## src/assert_macros.svh

```systemverilog
// Assertion macros for the radix-2 FFT block.
// Used by the top level only; no other dependencies.
`ifndef ASSERT_MACROS_SVH
`define ASSERT_MACROS_SVH
`ifndef SYNTHESIS
`define ASSERT_IMPLY(label, clk, rst, a, c) \
  label: assert property (@(posedge clk) disable iff (rst) (a) |-> (c)) else $error("%m");
`define ASSERT_NEXT(label, clk, rst, a, c) \
  label: assert property (@(posedge clk) disable iff (rst) (a) |=> (c)) else $error("%m");
`else
`define ASSERT_IMPLY(label, clk, rst, a, c)
`define ASSERT_NEXT(label, clk, rst, a, c)
`endif
`endif

```

## src/fft_pkg.sv

```systemverilog
// Shared types and constants for the radix-2 FFT block.
// No dependencies.
package fft_pkg;
  localparam int POINTS = 16;
  localparam int STAGES = 4;
  localparam int SAMPLE_BITS = 16;
  localparam int SAMPLE_W = SAMPLE_BITS;
  localparam int BIN_W = SAMPLE_BITS + STAGES;
  localparam int IDX_W = STAGES;

  typedef struct packed {
    logic signed [SAMPLE_W-1:0] sample_re;
    logic signed [SAMPLE_W-1:0] sample_im;
    logic frame_end;
  } sample_t;

  typedef struct packed {
    logic [IDX_W-1:0] bin_index;
    logic signed [BIN_W-1:0] bin_re;
    logic signed [BIN_W-1:0] bin_im;
    logic bin_last;
  } bin_t;

  typedef enum logic [2:0] {
    ST_LOAD, ST_RD_A, ST_RD_B, ST_MUL, ST_WR, ST_OUT_RD, ST_OUT
  } state_t;

  // controller -> datapath
  typedef struct packed {
    logic load;
    logic rd_a;
    logic rd_b;
    logic mul;
    logic wr;
    logic out_rd;
  } cmd_t;

  // quarter cosine, Q1.15 with unity 32768
  function automatic logic signed [17:0] cos_q(input logic [4:0] r);
    case (r)
      5'd0: cos_q = 18'sd32768;  5'd1: cos_q = 18'sd32610;
      5'd2: cos_q = 18'sd32138;  5'd3: cos_q = 18'sd31357;
      5'd4: cos_q = 18'sd30274;  5'd5: cos_q = 18'sd28899;
      5'd6: cos_q = 18'sd27246;  5'd7: cos_q = 18'sd25330;
      5'd8: cos_q = 18'sd23170;  5'd9: cos_q = 18'sd20788;
      5'd10: cos_q = 18'sd18205; 5'd11: cos_q = 18'sd15447;
      5'd12: cos_q = 18'sd12540; 5'd13: cos_q = 18'sd9512;
      5'd14: cos_q = 18'sd6393;  5'd15: cos_q = 18'sd3212;
      default: cos_q = 18'sd0;
    endcase
  endfunction

  function automatic logic signed [17:0] rom_cos(input logic [5:0] t);
    logic [1:0] q;
    logic [4:0] r;
    q = t[5:4];
    r = {1'b0, t[3:0]};
    case (q)
      2'd0: rom_cos = cos_q(r);
      2'd1: rom_cos = -cos_q(5'd16 - r);
      2'd2: rom_cos = -cos_q(r);
      default: rom_cos = cos_q(5'd16 - r);
    endcase
  endfunction
endpackage

```

## src/fft_ctrl.sv

```systemverilog
// Sequencer of the radix-2 FFT: load, butterfly stages, unload.
// Depends on fft_pkg.
module fft_ctrl (
  input  logic clk,
  input  logic rst,
  input  logic in_valid,
  input  logic frame_end,
  input  logic out_busy,
  input  logic out_taken,
  output logic in_ready,
  output fft_pkg::cmd_t cmd,
  output logic [$clog2(fft_pkg::STAGES)-1:0] stage,
  output logic [fft_pkg::STAGES-2:0] bfly,
  output logic [fft_pkg::STAGES-1:0] bin
);
  localparam int STAGES = fft_pkg::STAGES;
  localparam int SW = $clog2(STAGES);
  fft_pkg::state_t state, state_next;
  logic last_bfly, last_stage, last_bin;

  assign last_bfly = (bfly == {(STAGES-1){1'b1}});
  assign last_stage = (stage == SW'(STAGES-1));
  assign last_bin = (bin == {STAGES{1'b1}});

  always_ff @(posedge clk) begin
    if (rst) begin
      state <= fft_pkg::ST_LOAD;
      stage <= '0;
      bfly <= '0;
      bin <= '0;
    end else begin
      state <= state_next;
      if (state == fft_pkg::ST_WR) begin
        bfly <= bfly + 1'b1;
        if (last_bfly) stage <= last_stage ? '0 : stage + 1'b1;
      end
      if (state == fft_pkg::ST_OUT && out_taken) bin <= bin + 1'b1;
    end
  end

  always_comb begin
    state_next = state;
    case (state)
      fft_pkg::ST_LOAD: if (in_valid && frame_end) state_next = fft_pkg::ST_RD_A;
      fft_pkg::ST_RD_A: state_next = fft_pkg::ST_RD_B;
      fft_pkg::ST_RD_B: state_next = fft_pkg::ST_MUL;
      fft_pkg::ST_MUL: state_next = fft_pkg::ST_WR;
      fft_pkg::ST_WR: begin
        if (last_bfly && last_stage) state_next = fft_pkg::ST_OUT_RD;
        else state_next = fft_pkg::ST_RD_A;
      end
      fft_pkg::ST_OUT_RD: if (!out_busy) state_next = fft_pkg::ST_OUT;
      fft_pkg::ST_OUT: begin
        if (out_taken) state_next = last_bin ? fft_pkg::ST_LOAD : fft_pkg::ST_OUT_RD;
      end
      default: state_next = fft_pkg::ST_LOAD;
    endcase
  end

  always_comb begin
    cmd = '0;
    in_ready = 1'b0;
    case (state)
      fft_pkg::ST_LOAD: begin
        in_ready = 1'b1;
        cmd.load = in_valid;
      end
      fft_pkg::ST_RD_A: cmd.rd_a = 1'b1;
      fft_pkg::ST_RD_B: cmd.rd_b = 1'b1;
      fft_pkg::ST_MUL: cmd.mul = 1'b1;
      fft_pkg::ST_WR: cmd.wr = 1'b1;
      fft_pkg::ST_OUT_RD: cmd.out_rd = !out_busy;
      default: cmd = '0;
    endcase
  end
endmodule

```

## config.mk

```make
export PLATFORM = sky130hd
export DESIGN_NAME = fft_ctrl
export DESIGN_NICKNAME = d
export VERILOG_FILES = /design/src/assert_macros.svh /design/src/fft_pkg.sv /design/src/fft_ctrl.sv
export SDC_FILE = /design/constraint.sdc
export NUM_CORES = 1
export LEC_CHECK = 0
export BUFFER_PORTS_ARGS = -buffer_cell sky130_fd_sc_hd__buf_2
export CELL_PAD_IN_SITES_DETAIL_PLACEMENT = 1
export CELL_PAD_IN_SITES_GLOBAL_PLACEMENT = 1
export CORE_UTILIZATION = 31
export DETAILED_ROUTE_END_ITERATION = 6
export PLACE_DENSITY = 0.8
export SLEW_MARGIN = 20
export SYNTH_ARGS = -nofsm -noshare
export SYNTH_HDL_FRONTEND = slang
export SYNTH_SLANG_ARGS = --single-unit
```

## constraint.sdc

```tcl
create_clock -name clk -period 1.3 [get_ports clk]
set_input_delay 0.26 -clock clk [delete_from_list [all_inputs] [get_ports clk]]
set_output_delay 0.26 -clock clk [all_outputs]
set_load 0.05 [all_outputs]
```

==> results of run 1 <==
critical path: cells and delay by family, from the launching register on:
family | cells | cell delay [ns]
buffers and inverters | 2 | 0.32
and+or+nand+nor | 1 | 0.24
DFF | 1 | 0.38
synthesized netlist by cell type:
cell type  instances
xor2_1             1
buf_2              2
nand2_1            2
a31oi_1            2
inv_1              2
nand2b_1           1
or3_1              2
nor3_1             3
nand3_1            3
nand4_1            2
and4bb_2           1
nand4b_1           2
ha_1               4
and3b_1            1
mux2i_1            5
clkbuf_1           1
o41ai_1            1
a22oi_1            1
nand4b_4           1
xnor2_1            1
dfxtp_1           12
o21ai_0            2
a21oi_1            3
nor2b_1            3
nor3b_4            1
buf_6              1
and2_1             1
nor2_1            10
timing repair:
item	in CTS	in global routing
setup buffers	3	1
pin swaps	2	5
endpoints found under the setup margin	13	13
resized for setup	16	9
power groups by stage:
| stage | Combinational, uW | Clock (uW) | Sequential (uW) |
|---|---|---|---|
| final | 268 | 244 | 384 |
| after global routing | 283 | 268 | 385 |
| after CTS | 256 | 257 | 386 |
| after detailed placement | 226 | 0 | 393 |
| after global placement | 221 | 0 | 392 |
| after floorplan | 160 | 0 | 389 |
final timing paths:
check | cells past startpoint | from | end
hold / removal | 2 | rst | bin[2]
setup reg to reg | 5 | state[1] | stage[0]
setup / recovery | 3 | state[0] | cmd[1]
hold reg to reg | 2 | bin[1] | bin[1]
sequential cells by signal, indices dropped and copies added, names as in the netlist:
signal  count
stage       2
state       3
bfly        3
bin         4
routing by layer:
layer	vias to the layer above	wire (um)	track usage, %
li1	326	-	-
met1	323	776	18.88
met2	17	1049	28.92
met3	4	54	2.264
met4	0	27	8.333
met5	-	0	0
stage by stage:
| step | instances | worst slack [ns] | instance area, um2 |
|---|---|---|---|
| 2_1_floorplan | 71 | -0.2398 | 744.5 |
| 3_3_place_gp | 126 | -0.05037 | 944.7 |
| 3_5_place_dp | 126 | -0.1210 | 944.7 |
| 4_1_cts | 132 | -0.1793 | 1032 |
| 5_1_grt | 133 | -0.2231 | 1070 |
| 6_report | 133 | -0.1733 | 1070 |
cell type report:
| class | instances | area share, % |
|---|---|---|
| Tap cell | 27 | 3.158 |
| Multi-Input combinational cell | 53 | 43.51 |
| Sequential cell | 12 | 24.44 |
| Inverter | 2 | 0.7018 |
| Timing Repair Buffer | 35 | 25.73 |
| Clock buffer | 4 | 2.456 |
kinds of logic after synthesis:
| family | after synthesis |
|---|---|
| AOI/OAI and AO/OA | 9 |
| xor gates and xnor gates | 2 |
| and+or+nand+nor | 33 |
| DFF | 12 |
| adders and majority gates | 4 |
| buffers and inverters | 6 |
| muxes | 5 |
==> key figures, run 1 <==
Yosys
  • Fraction of the yosys area taken by sequential cells: between 30 and 40%
  • Syn Nets: 81
  • Cells after Synth: just over 70
  • Synth area leaders: dfxtp_1, ha_1, mux2i_1
  • Post-Syn Area: around 660 um2
  • Yosys warns: 0
  • Simple-gate share of the synthesized area: 32.38%
  • Post-Synth Adder-Cell Area: 7.619%
  • Main combinational cell family by area after synthesis: simple AND/OR/NAND/NOR gates
  • Post-synthesis compound-gate area fraction: 8.190%
  • Post-synth top area cell: dfxtp_1
  • Synth Area in XOR/XNOR: 2.667%
  • Synth top area share: between 30% and 40%
  • Multiplexer share of the synthesized area: about 7.6%
  • Seq cells post-synth: 12
  • Syn Area/Cell: 9.252 um2
  • Synth cell types: 28

STA
  • Clock period minus worst slack: approximately 1.5 ns
  • Final hold violation count: 0
  • Final period util: 113.3%
  • Setup Skew: 0.002516 ns
  • Slew HR: about 80%
  • Maximum clock rate: 678.8 MHz
  • Worst Max-Slew Pin Slew: ~0.27 ns
  • Fin. max-slew vios: 0
  • RSZ-0062 raised after global routing: yes
  • Final WS setup: -0.1733 ns
  • Final setup violation count: 7
  • Setup TNS: -0.8945 ns
  • Fin Hold WS: 0.3295 ns

Outcome
  • Outcome: complete, but fails checks
  • Failing checks: negative setup slack

Floorplan
  • FP Rows: 16
  • Die W: 48.03 um
  • I/O pin count: 22
  • Die Y: 48.03 um
  • Die Area: around 2300 um2
  • Initial Util: between 30% and 40%
  • Core region area: between 1500 and 2000 um2

Setup path
  • Slowest-stage cell, CP: dfxtp_4
  • Crit path DAT: ~1.2 ns
  • CP max stage delay: 0.38 ns
  • WP data required: approximately 1.0 ns
  • Reg-to-reg slack, setup: 0.01 ns
  • Crit path cell chain: buf_6 -> nor3b_4 -> buf_6
  • Most frequent CP cell: buf_6
  • Crit Path Max Fanout: 7
  • WS Path Type: flop to primary output
  • CP Launch Type: flop
  • Nature of the critical path endpoint: primary output

Clocking
  • Total CTS buffers: 3
  • CTS sink cnt: 12
  • CTS Hold Buffers Added: 0
  • H-tree depth: 1
  • Clk buf depth: 2
  • CTS Root Cell: clkbuf_4
  • CTS tree: done
  • Clk Latency, worst-skew pair: around 0.27 ns
  • Clk pin slew, worst setup/hold paths: 0.07 ns

Power and ir drop
  • Psw: 285.6 uW
  • Seq pwr share: between 40% and 50%
  • Clock share of power: 27.3%
  • Leak: ~0.00046 uW
  • Final Power: roughly 900 uW
  • Comb power frac: between 20% and 30%
  • P per Cell Area: approximately 840 nW/um2
  • Switching Share: 31.87%
  • Max VDD drop: 0.5508 mV
  • P_int: ~600 uW

Final layout
  • Area Growth Syn to Fin: 62.86%
  • Most common cell after layout, fill and taps aside: buf_2
  • Register area: between 200 and 300 um2
  • Most frequent cells in the layout: buf_2, buf_4, nor2_1
  • Fin nets: 117
  • Diodes inserted: 0
  • Layout cells sized above 1: about 58%
  • Final core utilization: 53.98%
  • Area of the multi-input gates: ~470 um2
  • Filler cells: 232

Global route
  • Gr ovfl total: 0
  • Initial antenna violation count: 0
  • Largest net degree at the start of global routing: 14
  • Total track usage: between 10% and 20%
  • First-pass GRT wire length: approximately 2500 um
  • Vias in the first global route: 598

Placed design
  • Gpl congestion: 0.7154
  • HPWL after DPL: 1347 um
  • I/O Buffers: 21

Hold path
  • Hold Path Class: input pin to flop

Route
  • Vias: 670
  • Initial drt markers: 2
  • Average vias per placed instance: 5.038
  • # DRC: 0
  • WL final: 1907 um
  • Routed len/inst: roughly 14 um
  • Drt pass-1 iters: 3
  • Post-DRT Antenna Nets: 0

Job
  • Total of max-cap violations: 0
Power figures use the tool's default switching activity.
==> run 2, diff against run 1 <==
--- a/config.mk
+++ b/config.mk
@@ -11,6 +11,7 @@
 export CORE_UTILIZATION = 31
 export DETAILED_ROUTE_END_ITERATION = 6
 export PLACE_DENSITY = 0.8
+export REMOVE_ABC_BUFFERS = 1
 export SLEW_MARGIN = 20
 export SYNTH_ARGS = -nofsm -noshare
 export SYNTH_HDL_FRONTEND = slang
==> key figures, run 2 (synthesis gave the netlist of run 1 again) <==
Outcome
  • Outcome: complete, but fails checks
  • Failing checks: negative setup slack

Final layout
  • Layout cells sized above 1: 54.55%
  • Area Growth Syn to Fin: 65.14%
  • Fin nets: between 100 and 150
  • Register bank with the most flops: bin
  • Layout Cells excl Fill: roughly 140
  • Largest register FFs: 4
  • Biggest regs: bin (4), bfly (3), state (3)
  • Diodes inserted: 0
  • Most common cell after layout, fill and taps aside: buf_4
  • Filler cells: approximately 230
  • Most frequent cells in the layout: buf_4, buf_2, nor2_1

STA
  • Clock period minus worst slack: around 1.4 ns
  • Maximum clock rate: roughly 700 MHz
  • RSZ-0062 raised after global routing: yes
  • Final WS setup: -0.1489 ns
  • Slew HR: between 80% and 90%
  • Setup Skew: approximately 0.0032 ns
  • Final setup violation count: 7
  • Fin. max-slew vios: 0
  • Worst Max-Slew Pin Slew: between 0.2 and 0.3 ns
  • Final period util: 111.5%
  • Final hold violation count: 0

Clocking
  • Clk buf depth: 2
  • Clk Latency, worst-skew pair: between 0.2 and 0.3 ns
  • H-tree depth: 1
  • CTS tree: done
  • Clk pin slew, worst setup/hold paths: 0.08 ns
  • Total CTS buffers: 3
  • CTS sink cnt: 12
  • CTS Root Cell: clkbuf_4

Setup path
  • Sum of buffers and inverters on the critical path: 2
  • Crit path DAT: ~1.2 ns
  • CP max stage delay: around 0.35 ns
  • CP Launch Type: flop
  • Slowest-stage cell, CP: dfxtp_2
  • Worst r2r dst: bfly[1]
  • RR Startpoint: state[0]
  • Crit path cell chain: buf_6 -> nor3_4 -> and2_4 -> buf_8
  • Top delay family on crit path: flip-flops
  • WP data required: 1.04 ns
  • WS Path Type: flop to primary output
  • R2R depth: 5
  • Nature of the critical path endpoint: primary output
  • Crit Path Max Fanout: 4
  • Reg-to-reg slack, setup: roughly 0.010 ns

Hold path
  • Min-Delay Path Depth: 3
  • Hold path start: out_busy
  • Worst Hold End: state[0]
  • Hold Path Class: input pin to flop

Placed design
  • Gpl congestion: slightly above 0.7
  • I/O Buffers: 21
  • Post-Place Cells: about 130
  • HPWL after DPL: 1196 um

Power and ir drop
  • P_int: approximately 660 uW
  • Seq pwr share: just over 40%
  • Comb power frac: a little over a quarter
  • P per Cell Area: slightly below 900 nW/um2
  • Leak: just under 0.0005 uW
  • Switching Share: 30.41%
  • Clock share of power: about a third
  • Max VDD drop: 0.6821 mV
  • Psw: roughly 290 uW
  • Final Power: ~950 uW

Floorplan
  • Die Y: slightly below 50 um
  • Die Area: 2307 um2
  • Core region area: between 1500 and 2000 um2
  • I/O pin count: 22
  • FP Rows: 16
  • Initial Util: between 30 and 40%
  • Die W: between 40 and 50 um

Global route
  • First-pass GRT wire length: between 2000 and 3000 um
  • Gr ovfl total: 0
  • Initial antenna violation count: 0
  • Largest net degree at the start of global routing: 14
  • Total track usage: ~17%
  • Vias in the first global route: 650

Route
  • Initial drt markers: 11
  • # DRC: 0
  • Routed len/inst: approximately 15 um
  • WL final: roughly 2000 um
  • Vias: between 600 and 700
  • Post-DRT Antenna Nets: 0
  • Drt pass-1 iters: 4
  • Average vias per placed instance: 5.051

Job
  • Total of max-cap violations: 0
-- run 2: power by group through the flow --
stage / Sequential (uW) / Combinational, uW / Clock [uW]
final: 392 / 254 / 305
after detailed placement: 397 / 190 / 0
after global placement: 397 / 186 / 0
after global routing: 393 / 269 / 331
after CTS: 391 / 241 / 319
after floorplan: 404 / 107 / 0
-- run 2: area by class of cell --
class	count	area (um2)	area share, %
Multi-Input combinational cell	53	454.2	41.87
Clock buffer	4	36.28	3.345
Sequential cell	12	251.5	23.18
Timing Repair Buffer	39	301.5	27.80
Tap cell	27	33.78	3.114
Inverter	2	7.507	0.6920
-- run 2: through the flow --
step                setup TNS, ns  setup WS (ns)  util [%]  cell area [um2]  hold WS, ns
floorplan                  -5.485         -1.127         -            631.9       0.3291
global route               -1.211        -0.1956     54.73             1085       0.3207
CTS                       -0.8066        -0.1647     52.02             1031       0.2960
detailed placement        -0.1073       -0.03514     43.06            853.3       0.5261
global placement        -0.005648      -0.005648     43.06            853.3       0.5046
finish                    -0.7214        -0.1489     54.73             1085       0.3043
-- run 2: tightest hold or removal path: cells and delay by family --
| kind | cells | cell delay, ns |
|---|---|---|
| compound gates | 1 | 0.07 |
| simple gates | 1 | 0.09 |
| buf+inv | 1 | 0.13 |
-- run 2: repair_timing --
item                                    CTS  global route
endpoints found under the hold margin     0             0
pin swaps                                 3             3
endpoints found under the setup margin   11            13
hold buffers                              0             0
gates resized for setup                  32            10
setup buffers                             5             3
-- run 2: how the worst max path moves through the flow --
| stage | start | end | slack, ns | depth (start not counted) |
|---|---|---|---|---|
| after floorplan | state[2] | cmd[5] | -1.13 | 2 |
| after detailed placement | bfly[0] | stage[0] | -0.04 | 5 |
| final | state[1] | cmd[5] | -0.15 | 4 |
| after CTS | state[2] | cmd[2] | -0.16 | 3 |
| after global routing | state[1] | cmd[5] | -0.20 | 4 |
| after global placement | state[0] | cmd[1] | -0.006 | 3 |
-- run 2: per-layer routing --
layer  wire length (um)  up-vias  share of wire (%)  GRT usage (%)
met5                  0        -                  0              0
met4                 49        0                2.4          6.667
met3                 90        7                4.5          3.396
met2               1073       27                 53          29.19
met1                805      325                 40          20.67
li1                   -      333                  -              -
